===== config.mk =====
export PLATFORM = sky130hd
export DESIGN_NAME = icsp_serial_transaction_engine_top_flat
export DESIGN_NICKNAME = d
export VERILOG_FILES = /design/src/rtl/core/icsp_pkg.sv /design/src/rtl/core/icsp_ifs.sv /design/src/rtl/core/icsp_serial_transaction_engine_top.sv /design/src/rtl/core/icsp_front.sv /design/src/rtl/core/icsp_back.sv /design/src/flat_wrapper.sv
export SDC_FILE = /design/constraint.sdc
export NUM_CORES = 1
export LEC_CHECK = 0
export ABC_AREA = 1
export BUFFER_PORTS_ARGS = -buffer_cell sky130_fd_sc_hd__buf_2
export CAP_MARGIN = 10
export CORE_MARGIN = 4
export CORE_UTILIZATION = 61
export CTS_CLUSTER_DIAMETER = 100
export DETAILED_ROUTE_END_ITERATION = 10
export GPL_ROUTABILITY_DRIVEN = 0
export PLACE_DENSITY = 0.88
export SYNTH_ARGS = -nofsm -noshare
export SYNTH_HDL_FRONTEND = slang
export SYNTH_SLANG_ARGS = --single-unit

===== constraint.sdc =====
create_clock -name clk_i -period 5.9 [get_ports clk_i]
set_input_delay 1.18 -clock clk_i [delete_from_list [all_inputs] [get_ports clk_i]]
set_output_delay 1.18 -clock clk_i [all_outputs]
set_load 0.01 [all_outputs]

===== src/rtl/core/icsp_pkg.sv =====
// shared types, defaults and codes for the serial programming link engine
package icsp_pkg;

  // default link geometry
  localparam int unsigned PAYLOAD_BITS_DEF = 16;
  localparam int unsigned COMMAND_BITS_DEF = 4;
  localparam int unsigned READ_CLOCKS      = 8;

  // timing register widths and reset values
  localparam int unsigned HALF_W   = 8;
  localparam int unsigned TICK_W   = 24;
  localparam int unsigned CFG_W    = 24;
  localparam int unsigned CFG_IDX_W = 3;

  localparam logic [HALF_W-1:0] HALF_RST      = 8'd1;
  localparam logic [TICK_W-1:0] PROG_HOLD_RST = 24'd1100;
  localparam logic [TICK_W-1:0] DISCHARGE_RST = 24'd120;

  // register indexes
  localparam logic [CFG_IDX_W-1:0] REG_HALF_PERIOD = 3'd0;
  localparam logic [CFG_IDX_W-1:0] REG_PROG_HOLD   = 3'd1;
  localparam logic [CFG_IDX_W-1:0] REG_DISCHARGE   = 3'd2;
  localparam logic [CFG_IDX_W-1:0] REG_READ_IDLE   = 3'd3;
  localparam logic [CFG_IDX_W-1:0] REG_SIMPLE_MODE = 3'd4;

  // transaction kinds
  typedef enum logic [1:0] {
    OP_WRITE = 2'd0,
    OP_READ  = 2'd1,
    OP_NOP   = 2'd2,
    OP_CMD   = 2'd3
  } op_e;

  // live configuration
  typedef struct packed {
    logic [HALF_W-1:0] half_period_ticks;
    logic [TICK_W-1:0] prog_hold_ticks;
    logic [TICK_W-1:0] discharge_ticks;
    logic              read_idle_level;
    logic              simple_adapter_mode;
  } cfg_t;

  // one result per tick
  typedef struct packed {
    logic       clock_pin;
    logic       data_pin_out;
    logic       data_drive;
    logic       busy_res;
    logic       done_res;
    logic       read_valid;
    logic [7:0] read_byte;
    logic       rejected;
  } res_t;

endpackage


===== src/rtl/core/icsp_ifs.sv =====
// request and result channel interfaces of the serial programming link engine
interface icsp_req_if #(
  parameter int unsigned PAYLOAD_BITS = icsp_pkg::PAYLOAD_BITS_DEF,
  parameter int unsigned COMMAND_BITS = icsp_pkg::COMMAND_BITS_DEF
);
  logic                    valid;
  logic                    ready;
  logic                    req_type;
  logic [1:0]              op_kind;
  logic [COMMAND_BITS-1:0] command_code;
  logic [PAYLOAD_BITS-1:0] payload_word;
  logic                    data_pin_in;

  modport source (
    output valid, req_type, op_kind, command_code, payload_word, data_pin_in,
    input  ready
  );
  modport sink (
    input  valid, req_type, op_kind, command_code, payload_word, data_pin_in,
    output ready
  );
endinterface

interface icsp_res_if;
  logic       valid;
  logic       ready;
  logic       clock_pin;
  logic       data_pin_out;
  logic       data_drive;
  logic       busy_res;
  logic       done_res;
  logic       read_valid;
  logic [7:0] read_byte;
  logic       rejected;

  modport source (
    output valid, clock_pin, data_pin_out, data_drive, busy_res, done_res,
           read_valid, read_byte, rejected,
    input  ready
  );
  modport sink (
    input  valid, clock_pin, data_pin_out, data_drive, busy_res, done_res,
           read_valid, read_byte, rejected,
    output ready
  );
endinterface


===== src/rtl/core/icsp_serial_transaction_engine_top.sv =====
// top level of the two-wire serial programming link master
//
//   channel   dir  modport  contents
//   req_i     in   sink     one tick: start flag, kind, command, payload, data pin
//   res_o     out  source   pin levels, busy/done, read byte, rejection
//   cfg_*_i   in   -        register writes, index 0..4, 24-bit data
//
// one request per cycle sustained while the result channel accepts; each request is
// registered in the two-entry queue, then passes through the sequencer into the
// output register. the sequencer's tick update, once per request, sets that rate.
// reset returns the timing registers to their defaults and the link to idle.
// a stalled result holds in the output register; the queue absorbs two more
// requests before ready drops.
module icsp_serial_transaction_engine_top #(
  parameter int unsigned PAYLOAD_BITS = icsp_pkg::PAYLOAD_BITS_DEF,
  parameter int unsigned COMMAND_BITS = icsp_pkg::COMMAND_BITS_DEF
) (
  input  logic                                 clk_i,
  input  logic                                 rst_ni,
  icsp_req_if.sink                             req_i,
  icsp_res_if.source                           res_o,
  input  logic                                 cfg_we_i,
  input  logic [icsp_pkg::CFG_IDX_W-1:0]       cfg_idx_i,
  input  logic [icsp_pkg::CFG_W-1:0]           cfg_data_i
);
  import icsp_pkg::*;

  // configuration registers
  cfg_t cfg_q, cfg_d;

  // queue between intake and sequencer
  logic                    q_valid, q_ready, q_start, q_pin;
  op_e                     q_op;
  logic [COMMAND_BITS-1:0] q_cmd;
  logic [PAYLOAD_BITS-1:0] q_pay;
  res_t                    res;

  // register writes, unknown indexes fall through untouched
  always_comb begin
    cfg_d = cfg_q;
    if (cfg_we_i) begin
      unique case (cfg_idx_i)
        REG_HALF_PERIOD: cfg_d.half_period_ticks   = cfg_data_i[HALF_W-1:0];
        REG_PROG_HOLD:   cfg_d.prog_hold_ticks     = cfg_data_i[TICK_W-1:0];
        REG_DISCHARGE:   cfg_d.discharge_ticks     = cfg_data_i[TICK_W-1:0];
        REG_READ_IDLE:   cfg_d.read_idle_level     = cfg_data_i[0];
        REG_SIMPLE_MODE: cfg_d.simple_adapter_mode = cfg_data_i[0];
        default:         cfg_d = cfg_q;
      endcase
    end
  end

  always_ff @(posedge clk_i or negedge rst_ni) begin
    if (!rst_ni) begin
      cfg_q.half_period_ticks   <= HALF_RST;
      cfg_q.prog_hold_ticks     <= PROG_HOLD_RST;
      cfg_q.discharge_ticks     <= DISCHARGE_RST;
      cfg_q.read_idle_level     <= 1'b0;
      cfg_q.simple_adapter_mode <= 1'b0;
    end else begin
      cfg_q <= cfg_d;
    end
  end

  // intake: classify and queue each request
  icsp_front #(
    .PAYLOAD_BITS (PAYLOAD_BITS),
    .COMMAND_BITS (COMMAND_BITS)
  ) u_front (
    .clk_i          (clk_i),
    .rst_ni         (rst_ni),
    .in_valid_i     (req_i.valid),
    .in_ready_o     (req_i.ready),
    .req_type_i     (req_i.req_type),
    .op_kind_i      (op_e'(req_i.op_kind)),
    .command_code_i (req_i.command_code),
    .payload_word_i (req_i.payload_word),
    .data_pin_in_i  (req_i.data_pin_in),
    .q_valid_o      (q_valid),
    .q_ready_i      (q_ready),
    .q_start_o      (q_start),
    .q_op_o         (q_op),
    .q_cmd_o        (q_cmd),
    .q_pay_o        (q_pay),
    .q_pin_o        (q_pin)
  );

  // sequencer: one link tick per request, result into the output register
  icsp_back #(
    .PAYLOAD_BITS (PAYLOAD_BITS),
    .COMMAND_BITS (COMMAND_BITS)
  ) u_back (
    .clk_i       (clk_i),
    .rst_ni      (rst_ni),
    .cfg_i       (cfg_q),
    .q_valid_i   (q_valid),
    .q_ready_o   (q_ready),
    .q_start_i   (q_start),
    .q_op_i      (q_op),
    .q_cmd_i     (q_cmd),
    .q_pay_i     (q_pay),
    .q_pin_i     (q_pin),
    .out_valid_o (res_o.valid),
    .out_ready_i (res_o.ready),
    .out_res_o   (res)
  );

  // result fields onto the channel
  assign res_o.clock_pin    = res.clock_pin;
  assign res_o.data_pin_out = res.data_pin_out;
  assign res_o.data_drive   = res.data_drive;
  assign res_o.busy_res     = res.busy_res;
  assign res_o.done_res     = res.done_res;
  assign res_o.read_valid   = res.read_valid;
  assign res_o.read_byte    = res.read_byte;
  assign res_o.rejected     = res.rejected;

`ifndef SYNTHESIS
  // a rejected start can only meet a running transaction
  a_reject_busy: assert property (@(posedge clk_i) disable iff (!rst_ni)
    res_o.valid && res_o.rejected |-> res_o.busy_res)
    else $error("rejection reported while idle");

  // the data line is released only inside a read transaction
  a_release_busy: assert property (@(posedge clk_i) disable iff (!rst_ni)
    res_o.valid && !res_o.data_drive |-> res_o.busy_res)
    else $error("data line released outside a transaction");

  // the done tick is a busy tick
  a_done_busy: assert property (@(posedge clk_i) disable iff (!rst_ni)
    res_o.valid && res_o.done_res |-> res_o.busy_res)
    else $error("done without busy");

  // a read byte is shown only with read_valid
  a_byte_valid: assert property (@(posedge clk_i) disable iff (!rst_ni)
    res_o.valid && (res_o.read_byte != 8'd0) |-> res_o.read_valid)
    else $error("read byte without read_valid");
`endif

endmodule


===== src/rtl/core/icsp_front.sv =====
// request intake: classifies each tick and queues it for the engine
module icsp_front #(
  parameter int unsigned PAYLOAD_BITS = icsp_pkg::PAYLOAD_BITS_DEF,
  parameter int unsigned COMMAND_BITS = icsp_pkg::COMMAND_BITS_DEF
) (
  input  logic                    clk_i,
  input  logic                    rst_ni,
  input  logic                    in_valid_i,
  output logic                    in_ready_o,
  input  logic                    req_type_i,
  input  icsp_pkg::op_e           op_kind_i,
  input  logic [COMMAND_BITS-1:0] command_code_i,
  input  logic [PAYLOAD_BITS-1:0] payload_word_i,
  input  logic                    data_pin_in_i,
  output logic                    q_valid_o,
  input  logic                    q_ready_i,
  output logic                    q_start_o,
  output icsp_pkg::op_e           q_op_o,
  output logic [COMMAND_BITS-1:0] q_cmd_o,
  output logic [PAYLOAD_BITS-1:0] q_pay_o,
  output logic                    q_pin_o
);
  import icsp_pkg::*;

  localparam int unsigned DEPTH = 2;

  logic                    ent_start_q [DEPTH];
  op_e                     ent_op_q    [DEPTH];
  logic [COMMAND_BITS-1:0] ent_cmd_q   [DEPTH];
  logic [PAYLOAD_BITS-1:0] ent_pay_q   [DEPTH];
  logic                    ent_pin_q   [DEPTH];

  logic       wr_ptr_q, wr_ptr_d;
  logic       rd_ptr_q, rd_ptr_d;
  logic [1:0] cnt_q, cnt_d;
  logic       push, pop;
  logic [COMMAND_BITS-1:0] cmd_cls;
  logic [PAYLOAD_BITS-1:0] pay_cls;

  // a nop sends zero command bits, only a write carries its payload
  assign cmd_cls = (op_kind_i == OP_NOP) ? '0 : command_code_i;
  assign pay_cls = (op_kind_i == OP_WRITE) ? payload_word_i : '0;

  assign in_ready_o = (cnt_q != 2'(DEPTH));
  assign q_valid_o  = (cnt_q != 2'd0);
  assign push       = in_valid_i && in_ready_o;
  assign pop        = q_valid_o && q_ready_i;

  assign q_start_o = ent_start_q[rd_ptr_q];
  assign q_op_o    = ent_op_q[rd_ptr_q];
  assign q_cmd_o   = ent_cmd_q[rd_ptr_q];
  assign q_pay_o   = ent_pay_q[rd_ptr_q];
  assign q_pin_o   = ent_pin_q[rd_ptr_q];

  always_comb begin
    wr_ptr_d = push ? ~wr_ptr_q : wr_ptr_q;
    rd_ptr_d = pop ? ~rd_ptr_q : rd_ptr_q;
    cnt_d    = cnt_q + 2'(push) - 2'(pop);
  end

  always_ff @(posedge clk_i or negedge rst_ni) begin
    if (!rst_ni) begin
      wr_ptr_q <= 1'b0;
      rd_ptr_q <= 1'b0;
      cnt_q    <= 2'd0;
    end else begin
      wr_ptr_q <= wr_ptr_d;
      rd_ptr_q <= rd_ptr_d;
      cnt_q    <= cnt_d;
    end
  end

  always_ff @(posedge clk_i) begin
    if (push) begin
      ent_start_q[wr_ptr_q] <= req_type_i;
      ent_op_q[wr_ptr_q]    <= op_kind_i;
      ent_cmd_q[wr_ptr_q]   <= cmd_cls;
      ent_pay_q[wr_ptr_q]   <= pay_cls;
      ent_pin_q[wr_ptr_q]   <= data_pin_in_i;
    end
  end

endmodule


===== src/rtl/core/icsp_back.sv =====
// pin sequencer: runs the transactions one tick per queued request
module icsp_back #(
  parameter int unsigned PAYLOAD_BITS = icsp_pkg::PAYLOAD_BITS_DEF,
  parameter int unsigned COMMAND_BITS = icsp_pkg::COMMAND_BITS_DEF
) (
  input  logic                    clk_i,
  input  logic                    rst_ni,
  input  icsp_pkg::cfg_t          cfg_i,
  input  logic                    q_valid_i,
  output logic                    q_ready_o,
  input  logic                    q_start_i,
  input  icsp_pkg::op_e           q_op_i,
  input  logic [COMMAND_BITS-1:0] q_cmd_i,
  input  logic [PAYLOAD_BITS-1:0] q_pay_i,
  input  logic                    q_pin_i,
  output logic                    out_valid_o,
  input  logic                    out_ready_i,
  output icsp_pkg::res_t          out_res_o
);
  import icsp_pkg::*;

  localparam int unsigned BW = $clog2(PAYLOAD_BITS + 1);

  localparam logic [2:0] ST_IDLE  = 3'd0;
  localparam logic [2:0] ST_CMD   = 3'd1;
  localparam logic [2:0] ST_GAP   = 3'd2;
  localparam logic [2:0] ST_PAY   = 3'd3;
  localparam logic [2:0] ST_RIDLE = 3'd4;
  localparam logic [2:0] ST_RBITS = 3'd5;
  localparam logic [2:0] ST_DIS   = 3'd6;

  function automatic logic two_halves(input logic [2:0] s);
    return (s == ST_CMD) || (s == ST_PAY) || (s == ST_RIDLE) || (s == ST_RBITS);
  endfunction

  logic [2:0]              stage_q, stage_d, stage_e, stage_nx;
  logic [BW-1:0]           bit_q, bit_d, bit_e, bit_inc, bits_lim;
  logic [TICK_W-1:0]       tick_q, tick_d, tick_e, tick_inc, half_len;
  logic [PAYLOAD_BITS-1:0] sw_q, sw_d;
  logic [COMMAND_BITS-1:0] cmd_q, cmd_d, cmd_sh;
  op_e                     op_q, op_d;
  logic [7:0]              racc_q, racc_d;
  logic                    clk_q, clk_d, clk_e;
  logic                    out_valid_q;
  res_t                    res_q, res_d;
  logic                    fire, start, busy;

  assign q_ready_o   = !out_valid_q || out_ready_i;
  assign fire        = q_valid_i && q_ready_o;
  assign out_valid_o = out_valid_q;
  assign out_res_o   = res_q;

  always_comb begin
    stage_d = stage_q;
    bit_d   = bit_q;
    tick_d  = tick_q;
    sw_d    = sw_q;
    cmd_d   = cmd_q;
    op_d    = op_q;
    racc_d  = racc_q;
    clk_d   = clk_q;
    res_d   = '0;

    // start request: load the new transaction before the tick is shown
    start   = q_start_i && (stage_q == ST_IDLE);
    stage_e = stage_q;
    bit_e   = bit_q;
    tick_e  = tick_q;
    clk_e   = clk_q;
    if (start) begin
      op_d    = q_op_i;
      cmd_d   = q_cmd_i;
      sw_d    = q_pay_i;
      racc_d  = 8'd0;
      stage_e = ST_CMD;
      bit_e   = '0;
      tick_e  = '0;
      clk_e   = 1'b1;
    end
    stage_d = stage_e;
    bit_d   = bit_e;
    tick_d  = tick_e;
    clk_d   = clk_e;

    busy   = (stage_e != ST_IDLE);
    cmd_sh = cmd_d >> bit_e;

    res_d.rejected     = q_start_i && (stage_q != ST_IDLE);
    res_d.busy_res     = busy;
    res_d.clock_pin    = busy && clk_e;
    res_d.data_pin_out = !cfg_i.simple_adapter_mode;
    res_d.data_drive   = 1'b1;
    if (busy) begin
      unique case (stage_e)
        ST_CMD:   res_d.data_pin_out = cmd_sh[0];
        ST_GAP:   res_d.data_pin_out = cmd_d[COMMAND_BITS-1];
        ST_PAY:   res_d.data_pin_out = sw_d[0];
        ST_RIDLE: res_d.data_pin_out = cfg_i.read_idle_level;
        ST_RBITS: begin
          res_d.data_pin_out = clk_e ? cfg_i.read_idle_level
                                     : !cfg_i.simple_adapter_mode;
          res_d.data_drive   = 1'b0;
        end
        default:  res_d.data_pin_out = 1'b0;
      endcase
    end

    // length of the current half period, zero counts as one tick
    priority if (stage_e == ST_DIS) begin
      half_len = (cfg_i.discharge_ticks == '0) ? TICK_W'(1) : cfg_i.discharge_ticks;
    end else if (stage_e == ST_CMD && op_d == OP_NOP && clk_e &&
                 bit_e == BW'(COMMAND_BITS - 1)) begin
      half_len = (cfg_i.prog_hold_ticks == '0) ? TICK_W'(1) : cfg_i.prog_hold_ticks;
    end else begin
      half_len = (cfg_i.half_period_ticks == '0) ? TICK_W'(1)
                                                 : TICK_W'(cfg_i.half_period_ticks);
    end

    unique case (stage_e)
      ST_CMD:             bits_lim = BW'(COMMAND_BITS);
      ST_PAY:             bits_lim = BW'(PAYLOAD_BITS);
      ST_RIDLE, ST_RBITS: bits_lim = BW'(READ_CLOCKS);
      default:            bits_lim = BW'(1);
    endcase

    unique case (stage_e)
      ST_CMD: begin
        unique case (op_d)
          OP_WRITE: stage_nx = ST_GAP;
          OP_READ:  stage_nx = ST_RIDLE;
          OP_NOP:   stage_nx = ST_DIS;
          default:  stage_nx = ST_IDLE;
        endcase
      end
      ST_GAP, ST_DIS: stage_nx = ST_PAY;
      ST_RIDLE:       stage_nx = ST_RBITS;
      default:        stage_nx = ST_IDLE;
    endcase

    tick_inc = tick_e + TICK_W'(1);
    bit_inc  = bit_e + BW'(1);

    if (busy) begin
      if (tick_inc < half_len && tick_inc != '0) begin
        tick_d = tick_inc;
      end else begin
        tick_d = '0;
        if (clk_e && two_halves(stage_e)) begin
          // end of a high half: sample during read bits
          if (stage_e == ST_RBITS) begin
            racc_d = racc_d | (8'(q_pin_i) << bit_e[2:0]);
          end
          clk_d = 1'b0;
        end else begin
          if (stage_e == ST_PAY) begin
            sw_d = sw_d >> 1;
          end
          if (bit_inc >= bits_lim) begin
            stage_d = stage_nx;
            bit_d   = '0;
            clk_d   = two_halves(stage_nx);
          end else begin
            bit_d = bit_inc;
            clk_d = two_halves(stage_e);
          end
        end
      end
    end

    res_d.done_res   = busy && (stage_d == ST_IDLE);
    res_d.read_valid = (stage_d == ST_IDLE) && (op_d == OP_READ);
    res_d.read_byte  = res_d.read_valid ? racc_d : 8'd0;
  end

  always_ff @(posedge clk_i or negedge rst_ni) begin
    if (!rst_ni) begin
      stage_q     <= ST_IDLE;
      bit_q       <= '0;
      tick_q      <= '0;
      sw_q        <= '0;
      cmd_q       <= '0;
      op_q        <= OP_WRITE;
      racc_q      <= 8'd0;
      clk_q       <= 1'b0;
      out_valid_q <= 1'b0;
    end else begin
      if (fire) begin
        stage_q <= stage_d;
        bit_q   <= bit_d;
        tick_q  <= tick_d;
        sw_q    <= sw_d;
        cmd_q   <= cmd_d;
        op_q    <= op_d;
        racc_q  <= racc_d;
        clk_q   <= clk_d;
      end
      if (q_ready_o) begin
        out_valid_q <= q_valid_i;
      end
    end
  end

  always_ff @(posedge clk_i) begin
    if (fire) begin
      res_q <= res_d;
    end
  end

endmodule

===== src/flat_wrapper.sv =====
// flat-port wrapper written by rule: the top's interface ports become plain ports
module icsp_serial_transaction_engine_top_flat import icsp_pkg::*;
#(
  parameter int unsigned PAYLOAD_BITS = icsp_pkg::PAYLOAD_BITS_DEF,
  parameter int unsigned COMMAND_BITS = icsp_pkg::COMMAND_BITS_DEF
)
  (clk_i, rst_ni, cfg_we_i, cfg_idx_i, cfg_data_i, req_i_valid, req_i_req_type, req_i_op_kind, req_i_command_code, req_i_payload_word, req_i_data_pin_in, req_i_ready, res_o_valid, res_o_clock_pin, res_o_data_pin_out, res_o_data_drive, res_o_busy_res, res_o_done_res, res_o_read_valid, res_o_read_byte, res_o_rejected, res_o_ready);
  icsp_req_if #(.PAYLOAD_BITS(PAYLOAD_BITS), .COMMAND_BITS(COMMAND_BITS)) req_i_i ();
  icsp_res_if res_o_i ();
  input  logic clk_i;
  input  logic rst_ni;
  input  logic cfg_we_i;
  input  logic [icsp_pkg::CFG_IDX_W-1:0] cfg_idx_i;
  input  logic [icsp_pkg::CFG_W-1:0] cfg_data_i;
  input wire logic [$bits(req_i_i.valid)-1:0] req_i_valid;
  input wire logic [$bits(req_i_i.req_type)-1:0] req_i_req_type;
  input wire logic [$bits(req_i_i.op_kind)-1:0] req_i_op_kind;
  input wire logic [$bits(req_i_i.command_code)-1:0] req_i_command_code;
  input wire logic [$bits(req_i_i.payload_word)-1:0] req_i_payload_word;
  input wire logic [$bits(req_i_i.data_pin_in)-1:0] req_i_data_pin_in;
  output wire logic [$bits(req_i_i.ready)-1:0] req_i_ready;
  output wire logic [$bits(res_o_i.valid)-1:0] res_o_valid;
  output wire logic [$bits(res_o_i.clock_pin)-1:0] res_o_clock_pin;
  output wire logic [$bits(res_o_i.data_pin_out)-1:0] res_o_data_pin_out;
  output wire logic [$bits(res_o_i.data_drive)-1:0] res_o_data_drive;
  output wire logic [$bits(res_o_i.busy_res)-1:0] res_o_busy_res;
  output wire logic [$bits(res_o_i.done_res)-1:0] res_o_done_res;
  output wire logic [$bits(res_o_i.read_valid)-1:0] res_o_read_valid;
  output wire logic [$bits(res_o_i.read_byte)-1:0] res_o_read_byte;
  output wire logic [$bits(res_o_i.rejected)-1:0] res_o_rejected;
  input wire logic [$bits(res_o_i.ready)-1:0] res_o_ready;
  assign req_i_i.valid = req_i_valid;
  assign req_i_i.req_type = req_i_req_type;
  assign req_i_i.op_kind = req_i_op_kind;
  assign req_i_i.command_code = req_i_command_code;
  assign req_i_i.payload_word = req_i_payload_word;
  assign req_i_i.data_pin_in = req_i_data_pin_in;
  assign req_i_ready = req_i_i.ready;
  assign res_o_valid = res_o_i.valid;
  assign res_o_clock_pin = res_o_i.clock_pin;
  assign res_o_data_pin_out = res_o_i.data_pin_out;
  assign res_o_data_drive = res_o_i.data_drive;
  assign res_o_busy_res = res_o_i.busy_res;
  assign res_o_done_res = res_o_i.done_res;
  assign res_o_read_valid = res_o_i.read_valid;
  assign res_o_read_byte = res_o_i.read_byte;
  assign res_o_rejected = res_o_i.rejected;
  assign res_o_i.ready = res_o_ready;
  icsp_serial_transaction_engine_top #(.PAYLOAD_BITS(PAYLOAD_BITS), .COMMAND_BITS(COMMAND_BITS)) u_core (.clk_i(clk_i), .rst_ni(rst_ni), .req_i(req_i_i), .res_o(res_o_i), .cfg_we_i(cfg_we_i), .cfg_idx_i(cfg_idx_i), .cfg_data_i(cfg_data_i));
endmodule

Word level (Yosys, flattened, before mapping)
Memories as Yosys holds them, arrays and structs flattened.
Index checks and enable logic that the tools add are counted.
Widths: inputs -> output; s select.

word-level totals
  memories = 5
  flip-flop bits (word level) = 141
  RAM bits = 48

cells by class
  order comparisons = 2
  add/sub/neg operators = 4
  shifts and indexed selects = 2
  equal/unequal tests = 19
  reductions and logical operators = 40
  muxes and demuxes = 46
  bitwise operators = 3

memories
  name                        words  bits a word  read ports  clocked after Yosys merged registers in  write ports  line              text
  u_core.u_front.ent_pay_q    2      16           1           0                                        1            icsp_front.sv:30  logic [PAYLOAD_BITS-1:0] ent_pay_q [DEPTH];
  u_core.u_front.ent_cmd_q    2      4            1           0                                        1            icsp_front.sv:29  logic [COMMAND_BITS-1:0] ent_cmd_q [DEPTH];
  u_core.u_front.ent_op_q     2      2            1           0                                        1            icsp_front.sv:28  op_e ent_op_q [DEPTH];
  u_core.u_front.ent_pin_q    2      1            1           0                                        1            icsp_front.sv:31  logic ent_pin_q [DEPTH];
  u_core.u_front.ent_start_q  2      1            1           0                                        1            icsp_front.sv:27  logic ent_start_q [DEPTH];

operators by type and width
  operator               count
  $mux 24                7
  $mux 16                6
  $logic_not 24->1       2
  $mux 8                 6
  $mux 5                 5
  $add 24x1->24 const B  1
  $lt 24x24->1           1
  $reduce_bool 24->1     1
  $eq 3x3->1 const B     6
  $pmux 3 s3             2
  $eq 3x2->1 const B     5
  $mux 3                 5
  $pmux 5 s3             1
  $logic_and 1x1->1      12
  $reduce_and 2->1       5
  $eq 3x1->1 const B     3
  $logic_not 3->1        3
  $mux 1                 9
  $logic_not 8->1        1
  $mux 4                 2
  $or 8x8->8             1
  $shl 1x3->8            1
  $logic_or 1x1->1       7
  $reduce_bool 3->1      2
  other kinds (16)       22

Longest topological paths before layout
  depth in word-level cells = 15
  depth in mapped cells = 35

By module
From an unflattened synthesis, not the netlist that was laid out.

second synthesis, totals
  cell total of the unflattened synthesis = 1389
  area total of the unflattened synthesis = 10915.5 µm²

by module, submodules not included
  module                              cells each  times used  area an instance (µm²)  sequential area each (µm²)
  icsp_back                           929         1           6281.0                  2052.0
  icsp_serial_transaction_engine_top  263         1           2407.3                  1462.7
  icsp_front                          197         1           2227.1                  1541.5

Least setup slack after synthesis
OpenSTA, ideal clock, no wires.

  kind = reg-to-reg
  start point = register u_core.u_front.rd_ptr_q
  end point = register u_core.u_back.res_q, in the netlist u_core.u_back.out_res_o[1] (data pin)
  slack = 1.367 ns
  period minus slack after synthesis = 4.533 ns
  data arrival time = 4.273 ns
  stages on the path, launching flop included = 33
  setup time = 0.260 ns
  cell sequence = dfrtp_1 -> buf_4 -> nand2_1 -> nand2_2 -> nand2_4 -> buf_2 -> buf_1 -> clkbuf_1 -> nand2_1 -> o21ai_0 -> ha_1 -> nand2_1 -> nor2_1 -> nand2_1 -> inv_1 -> clkbuf_1 -> nand2_1 -> o21ai_0 -> inv_1 -> ha_1 -> a21oi_1 -> o21ai_0 -> nand3_1 -> nand2_1 -> nand2_1 -> a21oi_1 -> a211o_1 -> nor2_4 -> nand2_4 -> buf_6 -> buf_6 -> a22oi_1 -> nor2_2

between the ends
  longest elaborated chain between the ends = 15
  elaborated cells on any way between the ends = 53
  those cells by class = add/sub: 2; order compare: 2; eq/ne: 9; shift: 1; mux: 19; bitwise: 1; reduce/logical: 16; memory: 3

RTL lines
  element                         line                                text
  start, declared                 icsp_front.sv:34                    logic rd_ptr_q, rd_ptr_d;
  start signal, assigned          icsp_front.sv:68                    rd_ptr_q <= rd_ptr_d;
  $mem_v2 2x1                     --
  $logic_and 1x1->1               icsp_back.sv:65                     start = q_start_i && (stage_q == ST_IDLE);
  $mux 2 (*)                      icsp_back.sv:70                     if (start) begin
  net u_core.u_back.op_d[1]       icsp_back.sv:41                     op_e op_q, op_d;
  $eq 2x2->1                      icsp_back.sv:111, icsp_back.sv:128
  $logic_and 1x1->1 (3 in a row)  icsp_back.sv:111                    end else if (stage_e == ST_CMD && op_d == OP_NOP && clk_e &&
  $mux 24                         icsp_back.sv:111
  $mux 24                         icsp_back.sv:109                    priority if (stage_e == ST_DIS) begin
  $lt 24x24->1                    icsp_back.sv:144                    if (tick_inc < half_len && tick_inc != '0) begin
  $logic_and 1x1->1               icsp_back.sv:144
  $mux 3                          icsp_back.sv:144
  $mux 3                          icsp_back.sv:143                    if (busy) begin
  $logic_not 3->1                 icsp_back.sv:171                    res_d.read_valid = (stage_d == ST_IDLE) && (op_d == OP_READ);
  $logic_and 1x1->1               icsp_back.sv:171
  end signal, assigned            icsp_back.sv:205                    res_q <= res_d;
  end, declared                   icsp_back.sv:45                     res_t res_q, res_d;

Mark *: on every way through the listed nets, which the timed path passes. The rest lies on a longest branch.
A chain may end at the register's enable or synchronous reset.

Worst setup path after layout
  start point = register u_core.u_front.rd_ptr_q
  end point = register u_core.u_back.tick_q[18]

between the ends
  longest elaborated chain between the ends = 13
  elaborated cells on any way between the ends = 24
  those cells by class = add/sub: 1; order compare: 1; eq/ne: 4; mux: 9; reduce/logical: 7; memory: 2

RTL lines
  element                                                                 line              text
  parallel branches: the longest is 12 deep, another holds $add 24x1->24  --
  $mux 24 (*)                                                             icsp_back.sv:143
  end signal, assigned                                                    icsp_back.sv:190  tick_q <= tick_d;
  end, declared                                                           icsp_back.sv:38   logic [TICK_W-1:0] tick_q, tick_d, tick_e, tick_inc, half_len;

Every way passes the cells marked *.

==> metrics.md <==
| Metric | Value |
|---|---|
| Critical Path Sink Type | flop |
| Gr usage total | 26.4% |
| Overflow after GRT | 0 |
| Clk slew on worst S/H paths | 70 ps |
| Skew-Pair Late Insertion Delay | 440 ps |
| Vias in the first global route | 8790 |
| Pre-antenna DRT Iters | 6 |
| Period utilisation layout | 90.2% |
| Ant. Diodes | 0 |
| Average routed wire per standard cell | 16.1 um |
| Iter 0 DRT Violations | 1054 |
| Syn Nets | 1415 |
| Unrepaired setup endpoints after global routing | false |
| CP dominant cell by count | nand2_1 |
| Min cycle time layout | 5320 ps |
| Max Fclk | 188 MHz |
| Required time of the critical path | 6240 ps |
| Pins over their slew limit | 0 |
| Final ANT Viol Nets | 0 |
| Number of remaining DRC errors | 0 |
| Post-synth EDFFs | 63 |
| Resized cells post-CTS | 0 |
| Post-CTS Setup Inserts | 0 |
| Setup TNS | 0 ps |
| H-tree depth | 4 |
| Largest area contributor in the netlist | dfrtp_1 |
| Register area | 5060 um2 |
| Pleak | 5.53 nW |
| Initial Utilization | 63.0% |
| Longest Clk Path Bufs | 2 |
| Post-synthesis xor/xnor area fraction | 0.909% |
| Routed WL | 25900 um |
| Io pins | 73 |
| Most frequent cell after synthesis | nand2_1 |
| Critical path class | reg -> reg |
| Die height | 140 um |
| Mux contribution to synthesized area | 0.295% |
| Share of the synthesized area in the top cell type | 27.6% |
| Core ar. | 16800 um2 |
| Slowest CP cell | buf_4 |
| Fin. Hold Viols | 0 |
| Sequential fraction of the synthesis area | 47.7% |
| Most used flip-flop cell after synthesis | dfrtp_1 |
| Synth Register Bits | 189 |
| Filler cell count | 1303 |
| Die ar. | 19500 um2 |
| Fin Clk Skew | 9.15 ps |
| Power per cell area | 540 nW/um2 |
| Buffer and inverter count on the worst path | 7 |
| Syn Area/Cell | 8.00 um2 |
| Worst hold path type | reg -> reg |
| Vias | 9348 |
| Finish-stage setup viols | 0 |
| CP max FO | 39 |
| PnR worst setup slack | 578 ps |
| Largest family of logic cells by synthesized area | simple AND/OR/NAND/NOR gates |
| Worst Setup Start Kind | flop |
| Largest net degree at the start of global routing | 74 |
| Synth Warn # | 0 |
| Hold Buf Count CTS | 0 |
| Post-Syn Instances | 1325 |
| Adder-cell area share of the yosys netlist | 4.02% |
| Setup Slack @ Placement | 765 ps |
| Max stage delay on crit path | 380 ps |
| Asr flop ratio synth | 66.7% |
| Multi-input gate area | 4510 um2 |
| Net count, final | 1467 |
| Share of cells above drive strength 1 | 13.3% |
| Total clock sinks | 189 |
| Simple-Gate Fraction of Synth Area | 23.8% |
| Vias per std cell | 5.81 |
| Rows | 47 |
| Area grow syn2layout | 10.4% |
| Hpwl dp | 17800 um |
| Antenna violations before repair | 0 |
| Port Buffers | 72 |
| Synth Area in Compound Gates | 13.4% |
| First-pass GRT wire length | 42400 um |
| CTS buffer count | 17 |
| CTS tree | done |
| Root Driver | clkbuf_16 |
| Actual slew at the worst max-slew pin | 985 ps |
| Worst VDD drop | 0.422 mV |
| Synth top area cells | dfrtp_1 (28%), edfxtp_1 (18%), nand2_1 (9.5%) |
| Status | complete, no violations |
| Die W | 140 um |
| Worst EP arrival | 5670 ps |
| Max_cap viols | 0 |
| Post-synthesis cell area | 10600 um2 |
| Max_slew headroom | 34.4% |
| Cell class contributing the biggest share of worst-path delay | simple AND/OR/NAND/NOR gates |
| Hold_ws | 486 ps |
| Post-synth top cells | nand2_1 (269), inv_1 (200), o21ai_0 (162) |
| Yosys cell types | 51 |
-- per-stage QoR --
| stage | instance area (um2) | total power, W | util (%) | instances |
|---|---|---|---|---|
| 2_1_floorplan | 10600 | 0.00448 | - | 1325 |
| 4_1_cts | 11700 | 0.00625 | 69.4 | 1609 |
| 6_report | 11700 | 0.00632 | 69.5 | 1610 |
| 5_1_grt | 11700 | 0.00679 | 69.5 | 1610 |
| 3_3_place_gp | 11100 | 0.00499 | 66.0 | 1577 |
| 3_5_place_dp | 11100 | 0.00511 | 66.0 | 1577 |
-- placed cells by master (no fill, tap or decap), types with 6 or more instances in the layout --
cell type	count
nand2_1	269
inv_1	200
o21ai_0	162
nor2_1	148
dfrtp_1	117
buf_2	71
edfxtp_1	63
nand3_1	56
ha_1	34
a21oi_1	27
o22ai_1	25
nand4_1	25
nor2_2	18
clkbuf_16	17
buf_4	14
nor3_1	10
nand2_2	9
a31oi_1	9
dfstp_2	9
xor2_1	8
o21ai_1	8
inv_2	7
nand3_2	7
nor2_4	6
-- report_power, final --
part | switching, W | internal, W | leakage (nW)
registers | 0.000235 | 0.00179 | 2.20
clock network | 0.000564 | 0.000564 | 0.275
logic | 0.00223 | 0.000924 | 3.06
-- final timing paths --
kind	cells past startpoint	slack, ps	to	startpoint
max reg2reg	29	580	u_core.u_back.tick_q[18]$_DFFE_PN0P_	u_core.u_front.rd_ptr_q$_DFFE_PN0P_
max in group asynchronous	2	3780	u_core.u_back.tick_q[23]$_DFFE_PN0P_	rst_ni
min	2	490	u_core.u_back.bit_q[4]$_DFFE_PN0P_	u_core.u_back.bit_q[4]$_DFFE_PN0P_
min in group asynchronous	1	870	u_core.u_front.cnt_q[1]$_DFF_PN0_	rst_ni
min reg2reg	2	490	u_core.u_back.bit_q[4]$_DFFE_PN0P_	u_core.u_back.bit_q[4]$_DFFE_PN0P_
max	29	580	u_core.u_back.tick_q[18]$_DFFE_PN0P_	u_core.u_front.rd_ptr_q$_DFFE_PN0P_
-- layer usage --
layer	global-route usage [%]	vias to the layer above	share of wire [%]
met4	7.65	0	2.4
met5	0	-	0
li1	-	4439	-
met3	4.70	75	8.2
met1	37.8	4344	43
met2	41.8	490	46
-- worst reg2reg max path, delay by kind of cell (launching register included) --
family / cells / cell delay [ps]
compound gates: 4 / 680
fa+ha+maj: 2 / 570
buf+inv: 7 / 1320
flops: 1 / 370
simple gates: 16 / 2250
-- registers in the layout, indices dropped and copies added, names as in the netlist --
register,count
u_core.u_back.clk_q,1
u_core.u_back.out_res_o,15
u_core.u_back.bit_q,5
u_core.u_back.cmd_q,4
u_core.u_front.ent_cmd_q,8
u_core.u_back.stage_q,3
u_core.u_front.rd_ptr_q,1
u_core.u_back.out_valid_o,1
u_core.u_front.ent_start_q,2
u_core.u_front.ent_pin_q,2
u_core.u_front.wr_ptr_q,1
u_core.u_front.ent_op_q,4
u_core.cfg_q,58
u_core.u_back.sw_q,16
u_core.u_front.ent_pay_q,32
u_core.u_back.racc_q,8
u_core.u_back.op_q,2
u_core.u_front.cnt_q,2
u_core.u_back.tick_q,24
-- final cells by class --
| type | count | share of cell area, % |
|---|---|---|
| Clock buffer | 17 | 3.64 |
| Inverter | 209 | 6.73 |
| Tap cell | 220 | 2.35 |
| Multi-Input combinational cell | 874 | 38.6 |
| Sequential cell | 189 | 43.2 |
| Clock inverter | 15 | 1.35 |
| Timing Repair Buffer | 86 | 4.07 |
-- kinds of logic after synthesis --
kind of cell | count (synthesis)
xor+xnor | 11
buf+inv | 262
flops | 189
mux | 3
fa+ha+maj | 34
simple gates | 566
compound gates | 260
No activity file was read; power rests on OpenSTA's default activity.
